<file path="src/hw/rtl/text_encoding_classifier_unit_assert.svh">
// Assertion macros for the text encoding classifier.
// Included by the top level; depends on nothing else.
`ifndef TEXT_ENCODING_CLASSIFIER_UNIT_ASSERT_SVH
`define TEXT_ENCODING_CLASSIFIER_UNIT_ASSERT_SVH

// The consequent must hold in the same cycle as the antecedent.
`define TEC_ASSERT_NOW(label, clk, rst_n, ante, cons, msg) \
    label: assert property (@(posedge clk) disable iff (!rst_n) (ante) |-> (cons)) \
        else $error(msg);

// The consequent must hold in the cycle after the antecedent.
`define TEC_ASSERT_NEXT(label, clk, rst_n, ante, cons, msg) \
    label: assert property (@(posedge clk) disable iff (!rst_n) (ante) |=> (cons)) \
        else $error(msg);

`endif

</file>
<file path="src/hw/rtl/tec_pkg.sv">
// Shared types, constants and helper functions of the text encoding classifier.
// Used by all RTL modules of the block; depends on nothing.
package tec_pkg;

    localparam int MAX_SEQ_BYTES_DEF = 6;

    localparam logic [2:0] CLS_BINARY   = 3'd0;
    localparam logic [2:0] CLS_ASCII    = 3'd1;
    localparam logic [2:0] CLS_HIGH     = 3'd2;
    localparam logic [2:0] CLS_UTF8     = 3'd3;
    localparam logic [2:0] CLS_UTF8_BOM = 3'd4;
    localparam logic [2:0] CLS_EMPTY    = 3'd5;
    localparam logic [2:0] CLS_UTF16LE  = 3'd6;
    localparam logic [2:0] CLS_UTF16BE  = 3'd7;

    localparam logic [7:0] BYTE_SUB = 8'h1A;
    localparam logic [7:0] BYTE_FF  = 8'hFF;
    localparam logic [7:0] BYTE_FE  = 8'hFE;
    localparam logic [7:0] BYTE_EF  = 8'hEF;
    localparam logic [7:0] BYTE_BB  = 8'hBB;
    localparam logic [7:0] BYTE_BF  = 8'hBF;

    localparam logic [31:0] SURR_LO  = 32'h0000_D800;
    localparam logic [31:0] SURR_HI  = 32'h0000_DFFF;
    localparam logic [31:0] NONCHAR0 = 32'h0000_FFFE;
    localparam logic [31:0] NONCHAR1 = 32'h0000_FFFF;

    typedef enum logic [1:0] {
        TXT_ASCII,
        TXT_UTF8,
        TXT_HIGH
    } t_text;

    typedef struct packed {
        logic       valid;
        logic [2:0] cls;
    } t_result;

    function automatic logic [3:0] count_lead_ones(input logic [7:0] b);
        logic [3:0] n;
        logic       run;
        n   = '0;
        run = 1'b1;
        for (int i = 7; i >= 0; i--) begin
            if (run && b[i]) begin
                n = n + 4'd1;
            end else begin
                run = 1'b0;
            end
        end
        return n;
    endfunction

    function automatic logic [31:0] min_code(input logic [2:0] n);
        logic [31:0] m;
        case (n)
            3'd2:    m = 32'h0000_0080;
            3'd3:    m = 32'h0000_0800;
            3'd4:    m = 32'h0001_0000;
            3'd5:    m = 32'h0020_0000;
            3'd6:    m = 32'h0400_0000;
            3'd7:    m = 32'h8000_0000;
            default: m = 32'h0000_0000;
        endcase
        return m;
    endfunction

    function automatic logic is_forbidden(input logic [7:0] c);
        return (c < 8'h20) && !(c inside {8'h07, 8'h09, 8'h0A, 8'h0B, 8'h0C, 8'h0D});
    endfunction

endpackage

</file>
<file path="src/hw/rtl/text_encoding_classifier_unit.sv">
// Text encoding classifier: one stream byte or end word per cycle, one class per stream.
// The class is registered in the result register as the end word leaves the input register.
// Throughput: one word per cycle while o_stall is low; byte words never wait on the output side.
// An end word waits in the input register only while the result register is full and stalled.
// Reset (i_rst_n low, synchronous) empties both registers and restores the idle stream state.
// Depends on tec_pkg, tec_core, tec_out_stage and the assertion macro header.
`include "text_encoding_classifier_unit_assert.svh"

module text_encoding_classifier_unit #(
    parameter int MAX_SEQ_BYTES = tec_pkg::MAX_SEQ_BYTES_DEF
) (
    input  logic       i_clk,
    input  logic       i_rst_n,
    input  logic       i_valid,
    output logic       o_stall,
    input  logic [7:0] i_byte_value,
    input  logic       i_end_marker,
    output logic       o_valid,
    input  logic       i_stall,
    output logic [2:0] o_encoding_class
);

    tec_pkg::t_result w_res;
    logic             w_out_free;

    tec_core #(
        .MAX_SEQ_BYTES(MAX_SEQ_BYTES)
    ) u_core (
        .i_clk        (i_clk),
        .i_rst_n      (i_rst_n),
        .i_valid      (i_valid),
        .o_stall      (o_stall),
        .i_byte_value (i_byte_value),
        .i_end_marker (i_end_marker),
        .i_out_free   (w_out_free),
        .o_res        (w_res)
    );

    tec_out_stage u_out (
        .i_clk            (i_clk),
        .i_rst_n          (i_rst_n),
        .i_res            (w_res),
        .o_out_free       (w_out_free),
        .o_valid          (o_valid),
        .i_stall          (i_stall),
        .o_encoding_class (o_encoding_class)
    );

    `TEC_ASSERT_NOW(a_rise_from_end, i_clk, i_rst_n, $rose(o_valid), $past(w_res.valid), "result word appeared without an end word")
    `TEC_ASSERT_NOW(a_end_waits, i_clk, i_rst_n, o_valid && i_stall && w_res.valid, o_stall, "end word advanced into a full result register")
    `TEC_ASSERT_NEXT(a_end_delivered, i_clk, i_rst_n, w_res.valid && !o_stall, o_valid, "end word advanced but no result word followed")

endmodule

</file>
<file path="src/hw/rtl/tec_core.sv">
// Input register and per-word classification state of the text encoding classifier.
// Depends on tec_pkg.
module tec_core #(
    parameter int MAX_SEQ_BYTES = tec_pkg::MAX_SEQ_BYTES_DEF
) (
    input  logic              i_clk,
    input  logic              i_rst_n,
    input  logic              i_valid,
    output logic              o_stall,
    input  logic [7:0]        i_byte_value,
    input  logic              i_end_marker,
    input  logic              i_out_free,
    output tec_pkg::t_result  o_res
);

    localparam int CODE_W = 5 * MAX_SEQ_BYTES + 1;

    logic              r_v;
    logic [7:0]        r_byte;
    logic              r_end;

    logic [1:0]        r_bom_pos, n_bom_pos;
    logic [2:0]        r_bom_poss, n_bom_poss;
    logic              r_decided, n_decided;
    logic [2:0]        r_dec_class, n_dec_class;
    tec_pkg::t_text    r_text, n_text;
    logic              r_sub, n_sub;
    logic [2:0]        r_seq_len, n_seq_len;
    logic [3:0]        r_lead, n_lead;
    logic [CODE_W-1:0] r_code, n_code;
    logic              r_any, n_any;

    logic              w_advance;
    logic [2:0]        w_bits;
    logic [3:0]        w_lead;
    logic [31:0]       w_code32;
    logic              w_seq_ok;
    logic              w_close_bad;
    tec_pkg::t_text    w_text;
    tec_pkg::t_text    w_text_fin;
    logic [2:0]        w_cls;

    assign w_advance = r_v && (!r_end || i_out_free);
    assign o_stall   = r_v && !w_advance;

    assign w_lead   = tec_pkg::count_lead_ones(r_byte);
    assign w_code32 = 32'(r_code);

    assign w_seq_ok = (r_seq_len >= 3'd2) && (r_seq_len <= 3'(MAX_SEQ_BYTES))
                   && (r_lead == {1'b0, r_seq_len})
                   && (w_code32 >= tec_pkg::min_code(r_seq_len))
                   && !((w_code32 >= tec_pkg::SURR_LO) && (w_code32 <= tec_pkg::SURR_HI))
                   && (w_code32 != tec_pkg::NONCHAR0) && (w_code32 != tec_pkg::NONCHAR1);

    assign w_close_bad = (r_seq_len != 3'd0) && !w_seq_ok;

    always_comb begin
        case (r_bom_pos)
            2'd0: w_bits = r_bom_poss & {r_byte == tec_pkg::BYTE_EF,
                                         r_byte == tec_pkg::BYTE_FE,
                                         r_byte == tec_pkg::BYTE_FF};
            2'd1: w_bits = r_bom_poss & {r_byte == tec_pkg::BYTE_BB,
                                         r_byte == tec_pkg::BYTE_FF,
                                         r_byte == tec_pkg::BYTE_FE};
            2'd2: w_bits = r_bom_poss & {r_byte == tec_pkg::BYTE_BF, 2'b00};
            default: w_bits = 3'b000;
        endcase
    end

    always_comb begin
        w_text_fin = r_text;
        if (r_text != tec_pkg::TXT_HIGH && w_close_bad) begin
            w_text_fin = tec_pkg::TXT_HIGH;
        end
        if (!r_any) begin
            w_cls = tec_pkg::CLS_EMPTY;
        end else if (r_decided) begin
            w_cls = r_dec_class;
        end else if (r_sub) begin
            w_cls = tec_pkg::CLS_ASCII;
        end else begin
            case (w_text_fin)
                tec_pkg::TXT_ASCII: w_cls = tec_pkg::CLS_ASCII;
                tec_pkg::TXT_UTF8:  w_cls = tec_pkg::CLS_UTF8;
                default:            w_cls = tec_pkg::CLS_HIGH;
            endcase
        end
    end

    assign o_res.valid = r_v && r_end;
    assign o_res.cls   = w_cls;

    always_comb begin
        n_bom_pos   = r_bom_pos;
        n_bom_poss  = r_bom_poss;
        n_decided   = r_decided;
        n_dec_class = r_dec_class;
        n_text      = r_text;
        n_sub       = r_sub;
        n_seq_len   = r_seq_len;
        n_lead      = r_lead;
        n_code      = r_code;
        n_any       = r_any;
        w_text      = r_text;
        if (w_advance) begin
            if (r_end) begin
                n_bom_pos   = 2'd0;
                n_bom_poss  = 3'b111;
                n_decided   = 1'b0;
                n_dec_class = tec_pkg::CLS_BINARY;
                n_text      = tec_pkg::TXT_ASCII;
                n_sub       = 1'b0;
                n_seq_len   = 3'd0;
                n_lead      = 4'd0;
                n_code      = '0;
                n_any       = 1'b0;
            end else begin
                n_any = 1'b1;
                if (!r_decided) begin
                    if (r_sub) begin
                        n_decided   = 1'b1;
                        n_dec_class = tec_pkg::CLS_BINARY;
                    end else begin
                        n_bom_poss = w_bits;
                        n_bom_pos  = (r_bom_pos == 2'd3) ? 2'd3 : r_bom_pos + 2'd1;
                        if (r_bom_pos == 2'd1 && w_bits[0]) begin
                            n_decided   = 1'b1;
                            n_dec_class = tec_pkg::CLS_UTF16LE;
                        end else if (r_bom_pos == 2'd1 && w_bits[1]) begin
                            n_decided   = 1'b1;
                            n_dec_class = tec_pkg::CLS_UTF16BE;
                        end else if (r_bom_pos == 2'd2 && w_bits[2]) begin
                            n_decided   = 1'b1;
                            n_dec_class = tec_pkg::CLS_UTF8_BOM;
                        end else if (tec_pkg::is_forbidden(r_byte)) begin
                            if (r_byte == tec_pkg::BYTE_SUB) begin
                                n_sub = 1'b1;
                            end else begin
                                n_decided   = 1'b1;
                                n_dec_class = tec_pkg::CLS_BINARY;
                            end
                        end else begin
                            if (r_text == tec_pkg::TXT_ASCII && r_byte[7]) begin
                                w_text = tec_pkg::TXT_UTF8;
                            end
                            if (w_text != tec_pkg::TXT_HIGH) begin
                                if (!r_byte[7] || r_byte[6]) begin
                                    if (w_close_bad) begin
                                        w_text = tec_pkg::TXT_HIGH;
                                    end
                                    n_seq_len = 3'd0;
                                    if (r_byte[7]) begin
                                        n_lead    = w_lead;
                                        n_seq_len = 3'd1;
                                        n_code    = CODE_W'(r_byte & (8'hFF >> w_lead));
                                    end
                                end else if (r_seq_len == 3'd0) begin
                                    n_lead    = w_lead;
                                    n_seq_len = 3'd1;
                                    n_code    = CODE_W'(r_byte & (8'hFF >> w_lead));
                                end else if (r_seq_len >= 3'(MAX_SEQ_BYTES)) begin
                                    w_text = tec_pkg::TXT_HIGH;
                                end else begin
                                    n_seq_len = r_seq_len + 3'd1;
                                    n_code    = {r_code[CODE_W-7:0], r_byte[5:0]};
                                end
                            end
                            n_text = w_text;
                        end
                    end
                end
            end
        end
    end

    always_ff @(posedge i_clk) begin
        if (i_valid && !o_stall) begin
            r_byte <= i_byte_value;
            r_end  <= i_end_marker;
        end
    end

    always_ff @(posedge i_clk) begin
        if (!i_rst_n) begin
            r_v         <= 1'b0;
            r_bom_pos   <= 2'd0;
            r_bom_poss  <= 3'b111;
            r_decided   <= 1'b0;
            r_dec_class <= tec_pkg::CLS_BINARY;
            r_text      <= tec_pkg::TXT_ASCII;
            r_sub       <= 1'b0;
            r_seq_len   <= 3'd0;
            r_lead      <= 4'd0;
            r_code      <= '0;
            r_any       <= 1'b0;
        end else begin
            if (!o_stall) begin
                r_v <= i_valid;
            end
            r_bom_pos   <= n_bom_pos;
            r_bom_poss  <= n_bom_poss;
            r_decided   <= n_decided;
            r_dec_class <= n_dec_class;
            r_text      <= n_text;
            r_sub       <= n_sub;
            r_seq_len   <= n_seq_len;
            r_lead      <= n_lead;
            r_code      <= n_code;
            r_any       <= n_any;
        end
    end

endmodule

</file>
<file path="src/hw/rtl/tec_out_stage.sv">
// Result register of the text encoding classifier, decoupling the core from the sink.
// Depends on tec_pkg.
module tec_out_stage (
    input  logic              i_clk,
    input  logic              i_rst_n,
    input  tec_pkg::t_result  i_res,
    output logic              o_out_free,
    output logic              o_valid,
    input  logic              i_stall,
    output logic [2:0]        o_encoding_class
);

    logic       r_o_valid;
    logic [2:0] r_cls;

    assign o_out_free       = !r_o_valid || !i_stall;
    assign o_valid          = r_o_valid;
    assign o_encoding_class = r_cls;

    always_ff @(posedge i_clk) begin
        if (!i_rst_n) begin
            r_o_valid <= 1'b0;
        end else if (o_out_free) begin
            r_o_valid <= i_res.valid;
        end
    end

    always_ff @(posedge i_clk) begin
        if (o_out_free && i_res.valid) begin
            r_cls <= i_res.cls;
        end
    end

endmodule

</file>
<file path="config.mk">
export PLATFORM = sky130hd
export DESIGN_NAME = text_encoding_classifier_unit
export DESIGN_NICKNAME = d
export VERILOG_FILES = /design/src/hw/rtl/tec_pkg.sv /design/src/hw/rtl/text_encoding_classifier_unit.sv /design/src/hw/rtl/tec_core.sv /design/src/hw/rtl/tec_out_stage.sv
export VERILOG_INCLUDE_DIRS = /design/src /design/src/hw/rtl
export SDC_FILE = /design/constraint.sdc
export NUM_CORES = 1
export LEC_CHECK = 0
export BUFFER_PORTS_ARGS = -buffer_cell sky130_fd_sc_hd__buf_2
export CELL_PAD_IN_SITES_DETAIL_PLACEMENT = 1
export CELL_PAD_IN_SITES_GLOBAL_PLACEMENT = 1
export CORE_UTILIZATION = 50
export CTS_BUF_LIST = sky130_fd_sc_hd__clkbuf_16
export DETAILED_ROUTE_END_ITERATION = 10
export PLACE_DENSITY = 0.93
export REMOVE_ABC_BUFFERS = 1
export SLEW_MARGIN = 20
export SYNTH_ARGS = -nofsm -noshare
export SYNTH_HDL_FRONTEND = slang
export SYNTH_HIERARCHICAL = 1
export SYNTH_SLANG_ARGS = --single-unit
</file>
<file path="constraint.sdc">
create_clock -name i_clk -period 8.25 [get_ports i_clk]
set_clock_uncertainty 0.1 [all_clocks]
set_input_delay 1.65 -clock i_clk [delete_from_list [all_inputs] [get_ports i_clk]]
set_output_delay 1.65 -clock i_clk [all_outputs]
set_load 0.02 [all_outputs]
</file>
Yosys cells after proc, flatten, opt, wreduce, memory -nomap -nowiden --
Index checks and enable logic that the tools add are counted.
Cells by class: reduce and logical (&&, ||, !) cells 54, eq/ne operators 36, add/subtract/negate cells 9, muxes and demuxes 109, $lt $le $gt $ge 7, bitwise gates (word level) 4, shifts and indexed selects 1
Operators by type and width (count):
- $mux W31 | 12
- $pmux W32 S6 | 1
- $mux W3 | 24
- $mux W4 | 18
- $ne A31 B16 Y1 const B | 2
- $mux W2 | 26
- $eq A8 B4 Y1 const B | 5
- $eq A8 B8 Y1 const B | 5
- $ge A31 B32 Y1 | 1
- $and A8 B31 Y31 | 1
- $ge A31 B16 Y1 const B | 1
- $le A31 B16 Y1 const B | 1
- $shr A8 B4 Y31 const A | 1
- $add A4 B1 Y4 const B | 7
- $logic_and A1 B1 Y1 | 26
- $mux W1 | 26
- $reduce_and A10 Y1 | 2
- $eq A3 B3 Y1 const B | 4
- $ne A2 B1 Y1 const B | 6
- $reduce_bool A6 Y1 | 2
- $and A3 B3 Y3 | 3
- $logic_not A1 Y1 | 9
- $pmux W3 S3 | 1
- $reduce_and A9 Y1 | 1
- 26 further kinds | 35
Word-level totals: bits in registers 65, input port bits 13

Longest topological paths before layout --
depth after elaboration 27, mapped depth 21, mapped depth without buffers 21

Modules after synthesis --
Netlist, hierarchy kept.
By module, submodules not included:
- tec_core | area each 3523.4 sq um, cells each 433, times used 1, sequential area each 1311.3 sq um
- tec_out_stage | area each 131.4 sq um, cells each 8, times used 1, sequential area each 110.1 sq um

Least setup slack after synthesis --
No wires, ideal clock.
path kind register to register, start reg u_core.r_byte[7], end reg u_core.r_code[3], clock period less this slack 4.409 ns, cell stages (with the launch flop) 22, setup slack 3.841 ns, arrival 4.246 ns, cells stage by stage edfxtp_1 -> clkbuf_1 -> a21boi_0 -> ha_1 -> nor2_1 -> nor2_1 -> ha_1 -> mux2i_1 -> a31oi_1 -> ha_1 -> a21o_1 -> ha_1 -> nand2_1 -> a311o_1 -> inv_1 -> ha_1 -> mux2i_1 -> o21ai_0 -> a21oi_1 -> a21boi_0 -> nand4_1 -> nand3_1
Between the ends: longest elaborated chain between the ends 27
RTL lines:
- start, declared | line tec_core.sv:19 | logic [7:0] r_byte;
- start signal, assigned | line tec_core.sv:178 | r_byte <= i_byte_value;
- $mux W1 | line tec_pkg.sv:45 | if (run && b[i]) begin
- $add A4 B1 Y4 / $logic_and A1 B1 Y1 (equally long branches) | line tec_pkg.sv:46, tec_pkg.sv:45
- $mux W4 / $mux W1 (equally long branches) | line tec_pkg.sv:45
- $add A4 B1 Y4 / $logic_and A1 B1 Y1 (equally long branches) | line tec_pkg.sv:46, tec_pkg.sv:45
- $mux W4 / $mux W1 (equally long branches) | line tec_pkg.sv:45
- $add A4 B1 Y4 / $logic_and A1 B1 Y1 (equally long branches) | line tec_pkg.sv:46, tec_pkg.sv:45
- $mux W4 / $mux W1 (equally long branches) | line tec_pkg.sv:45
- $add A4 B1 Y4 / $logic_and A1 B1 Y1 (equally long branches) | line tec_pkg.sv:46, tec_pkg.sv:45
- (+11 left out)
- $mux W31 | line tec_core.sv:146 | if (w_text != tec_pkg::TXT_HIGH) begin
- $mux W31 | line tec_core.sv:135 | end else if (tec_pkg::is_forbidden(r_byte)) begin
- $mux W31 | line tec_core.sv:132 | end else if (r_bom_pos == 2'd2 && w_bits[2]) begin
- $mux W31 | line tec_core.sv:129 | end else if (r_bom_pos == 2'd1 && w_bits[1]) begin
- $mux W31 | line tec_core.sv:126 | if (r_bom_pos == 2'd1 && w_bits[0]) begin
- $mux W31 | line tec_core.sv:120 | if (r_sub) begin
- $mux W31 | line tec_core.sv:119 | if (!r_decided) begin
- $mux W31 | line tec_core.sv:106 | if (r_end) begin
- end signal, assigned | line tec_core.sv:208 | r_code <= n_code;
- end, declared | line tec_core.sv:30 | logic [CODE_W-1:0] r_code, n_code;
Several ways; a longest one is shown, not always the timed one. The select of a mux whose other input is x is not followed. A chain may end at the register's enable or synchronous reset.

Worst setup path after layout --
Same ends and word-level chain as after synthesis.

==> flow_metrics.env <==
export IMPL_critPathBufInv=2
export IMPL_hp_class="reg -> reg"
export IMPL_yosys_warnings=6
export IMPL_drc_errors=0
export IMPL_crit_slowest_cell="edfxtp_1"
export IMPL_synth_area_mm2=0.00365
export IMPL_reg2reg_depth=21
export IMPL_syn2layout_area_growth_pct=12.3
export IMPL_setup_slack_ns=3.03
export IMPL_hold_depth=2
export IMPL_status="completed"
export IMPL_grt_max_degree=36
export IMPL_nFillCells=828
export IMPL_layout_nets=476
export IMPL_synth_area_leaders="dfxtp_1, edfxtp_1, nand2_1, ha_1, a21oi_1"
export IMPL_die_h_um=87.5
export IMPL_drtIter0Drc=162
export IMPL_cts_htree_levels=3
export IMPL_wl_um=10800
export IMPL_place_hpwl_um=7400
export IMPL_place_worst_setup_slack_ns=3.17
export IMPL_slowest_delay_ns=0.60
export IMPL_io_pins=18
export IMPL_die_w_um=87.5
export IMPL_ys_seq_area_share_pct=38.9
export IMPL_p_per_area_mw_per_mm2=198
export IMPL_start_util_pct=52.6
export IMPL_fp_row_count=30
export IMPL_yosysTopAreaCellShare_pct=29.0
export IMPL_yosys_area_share_simple_pct=28.6
export IMPL_clock_sinks=65
export IMPL_cts_root_buf="clkbuf_16"
export IMPL_cp_arrival_ns=5.39
export IMPL_dr_pass1_iters=5
export IMPL_finalCriticalPeriod_ns=5.22
export IMPL_antenna_found_initial=0
export IMPL_r2r_end="u_core/r_code[3]$_SDFFE_PN0P_"
export IMPL_cts_path_max_buffers=2
export IMPL_globalplace_congestion=0.871
export IMPL_grt_pass1_wl_um=18000
export IMPL_synth_mux_area_share_pct=1.64
export IMPL_worst_setup_path_type="reg -> reg"
export IMPL_avgSynthCellArea_um2=8.29
export IMPL_synth_xor_area_share_pct=0.959
export IMPL_async_flop_share_pct=0
export IMPL_clk_pin_slew_ns=0.06
export IMPL_design_area_mm2=0.00410
export IMPL_rsz0062_at_grt="no"
export IMPL_vias=3501
export IMPL_critPathMaxFanout=16
export IMPL_cts_hold_buf=0
export IMPL_tightest_slew_ns=0.988
export IMPL_antenna_cells=0
export IMPL_hold_end="u_core/r_dec_class[1]$_SDFFE_PN0P_"
export IMPL_grt_usage_pct=30.8
export IMPL_synth_edf_count=12
export IMPL_slew_headroom_pct=34.1
export IMPL_worstPathCellList="nand2_1, inv_1, ha_1, nor2_1, nor2_1, ha_1, mux2i_1, a31oi_1, ha_1, a21o_1, ha_1, nand2_1, a311o_1, inv_1, ha_1, mux2i_1, o21ai_0, a21oi_1, a21boi_0, nand4_1, nand3_1"
export IMPL_cts_tree="built"
export IMPL_synth_compound_area_share_pct=19.9
export IMPL_ir_drop_mv=0.146
export IMPL_p_leak_nw=1.49
export IMPL_crit_path_frequent_cell="ha_1"
export IMPL_r2r_start="u_core/r_byte[7]$_DFFE_PP_"
export IMPL_ant_nets=0
export IMPL_yosysTopAreaCell="dfxtp_1"
export IMPL_slew_viol_final=0
export IMPL_io_buffers=17
export IMPL_period_share_pct=63.2
export IMPL_yosys_most_used_dff="dfxtp_1"
export IMPL_synth_distinct_cells=67
export IMPL_endpoint_kind="register"
export IMPL_post_cts_resized=0
export IMPL_overflow=0
export IMPL_grt_pass1_vias=3683
export IMPL_finalNonFillerCells=548
export IMPL_avgViaCountPerCell=6.39
export IMPL_dpl_cell_area_mm2=0.00378
export IMPL_wl_per_cell_um=19.7
export IMPL_die_area_mm2=0.00766
export IMPL_dp_cells=532
export IMPL_coreArea_mm2=0.00694
export IMPL_ys_ff_latch=65
export IMPL_hp_start="u_core/r_dec_class[1]$_SDFFE_PN0P_"
export IMPL_synthAdderAreaFrac_pct=5.48
export IMPL_setup_viol=0
export IMPL_cp_start_kind="register"
export IMPL_finalSetupTns_ns=0
export IMPL_fmax_mhz=192
export IMPL_critical_path_top_delay_family="compound AO/OA/AOI/OAI gates"
export IMPL_reg2reg_slack_ns=3.03
export IMPL_drive_gt1_share_pct=10.6
export IMPL_seq_area_mm2=0.00142
export IMPL_drv_max_cap_violation_count=0
export IMPL_multiInputGateArea_mm2=0.00207
export IMPL_post_cts_buffers=0
export IMPL_cts_buffers=9
export IMPL_synthTopCellsByCount="nand2_1, dfxtp_1, a21oi_1, nand3_1, nor2_1"
export IMPL_synth_most_common_cell="nand2_1"
export IMPL_clk_insertion_delay_late_ns=0.33
export IMPL_hold_violations=0
export IMPL_cp_required_ns=8.42
export IMPL_syn_inst=441
export IMPL_synth_top_family_by_area="simple AND/OR/NAND/NOR gates"
-- logic make-up after synthesis --
group           count (synthesis)
fa+ha+maj                      16
buf+inv                        42
mux                             6
flops                          65
compound gates                108
xor+xnor                        4
simple gates                  200
-- worst register-to-register path, delay by kind of cell (launching register included) --
family / cells / cell delay [ns]
AO/OA/AOI/OAI: 6 / 1.73
adder cells (fa/ha/maj): 5 / 1.50
buffers and inverters: 2 / 0.17
flip-flops: 1 / 0.60
multiplexers: 2 / 0.21
AND/OR/NAND/NOR: 6 / 0.84
-- final cells by class --
class | count | area share, %
multi-input combinational | 334 | 50.6
timing repair buffer | 19 | 2.44
clock buffer | 9 | 5.49
inverter | 18 | 1.65
clock inverter | 7 | 2.29
sequential | 65 | 34.6
tap | 96 | 2.93
-- per-layer routing --
layer / vias up / GRT usage, % / part of all wire (%)
li1: 1633 / - / -
met1: 1752 / 36.2 / 41
met2: 99 / 55.5 / 53
met3: 17 / 5.88 / 4.0
met4: 0 / 11.0 / 1.6
met5: - / 0 / 0
-- power by group --
part | leakage (nW) | internal [mW] | switching [mW]
Clock | 0.150 | 0.264 | 0.147
Combinational | 0.804 | 0.0199 | 0.0378
Sequential | 0.540 | 0.330 | 0.0129
-- flip-flops by register name, summed over array words and instances (netlist names), 2 cells and up --
register	count
u_out/o_encoding_class	3
u_core/r_byte	8
u_core/r_seq_len	3
u_core/r_lead	4
u_core/r_bom_poss	3
u_core/r_text	2
u_core/r_dec_class	3
u_core/r_code	31
u_core/r_bom_pos	2
-- stage by stage --
stage	power [mW]	util, %	hold WS (ns)
final	0.811	59.1	0.369
after detailed placement	0.405	54.4	0.348
after floorplan	0.384	-	0.326
after global routing	0.837	59.1	0.389
after global placement	0.401	54.4	0.337
after CTS	0.817	59.0	0.373
-- how the worst max path moves through the flow --
| stage | startpoint | endpoint | slack (ns) | cells past startpoint |
|---|---|---|---|---|
| final | u_core/r_byte[7]$_DFFE_PP_ | u_core/r_code[3]$_SDFFE_PN0P_ | 3.03 | 21 |
| after CTS | u_core/r_byte[7]$_DFFE_PP_ | u_core/r_code[2]$_SDFFE_PN0P_ | 3.14 | 21 |
| after global routing | u_core/r_byte[7]$_DFFE_PP_ | u_core/r_code[2]$_SDFFE_PN0P_ | 2.64 | 21 |
| after floorplan | u_core/r_byte[7]$_DFFE_PP_ | u_core/r_code[3]$_SDFFE_PN0P_ | 3.84 | 21 |
| after detailed placement | u_core/r_byte[7]$_DFFE_PP_ | u_core/r_code[3]$_SDFFE_PN0P_ | 3.17 | 21 |
| after global placement | u_core/r_byte[7]$_DFFE_PP_ | u_core/r_code[3]$_SDFFE_PN0P_ | 3.45 | 21 |
-- layout by cell type (no fill, tap or decap), types with 14 or more instances in the layout --
| master | instances |
|---|---|
| a21oi_1 | 39 |
| buf_2 | 17 |
| dfxtp_1 | 53 |
| ha_1 | 16 |
| inv_1 | 18 |
| nand2_1 | 64 |
| nand3_1 | 39 |
| nor2_1 | 21 |
| o21ai_0 | 14 |
Note: power is estimated with default switching activity, not from simulation.
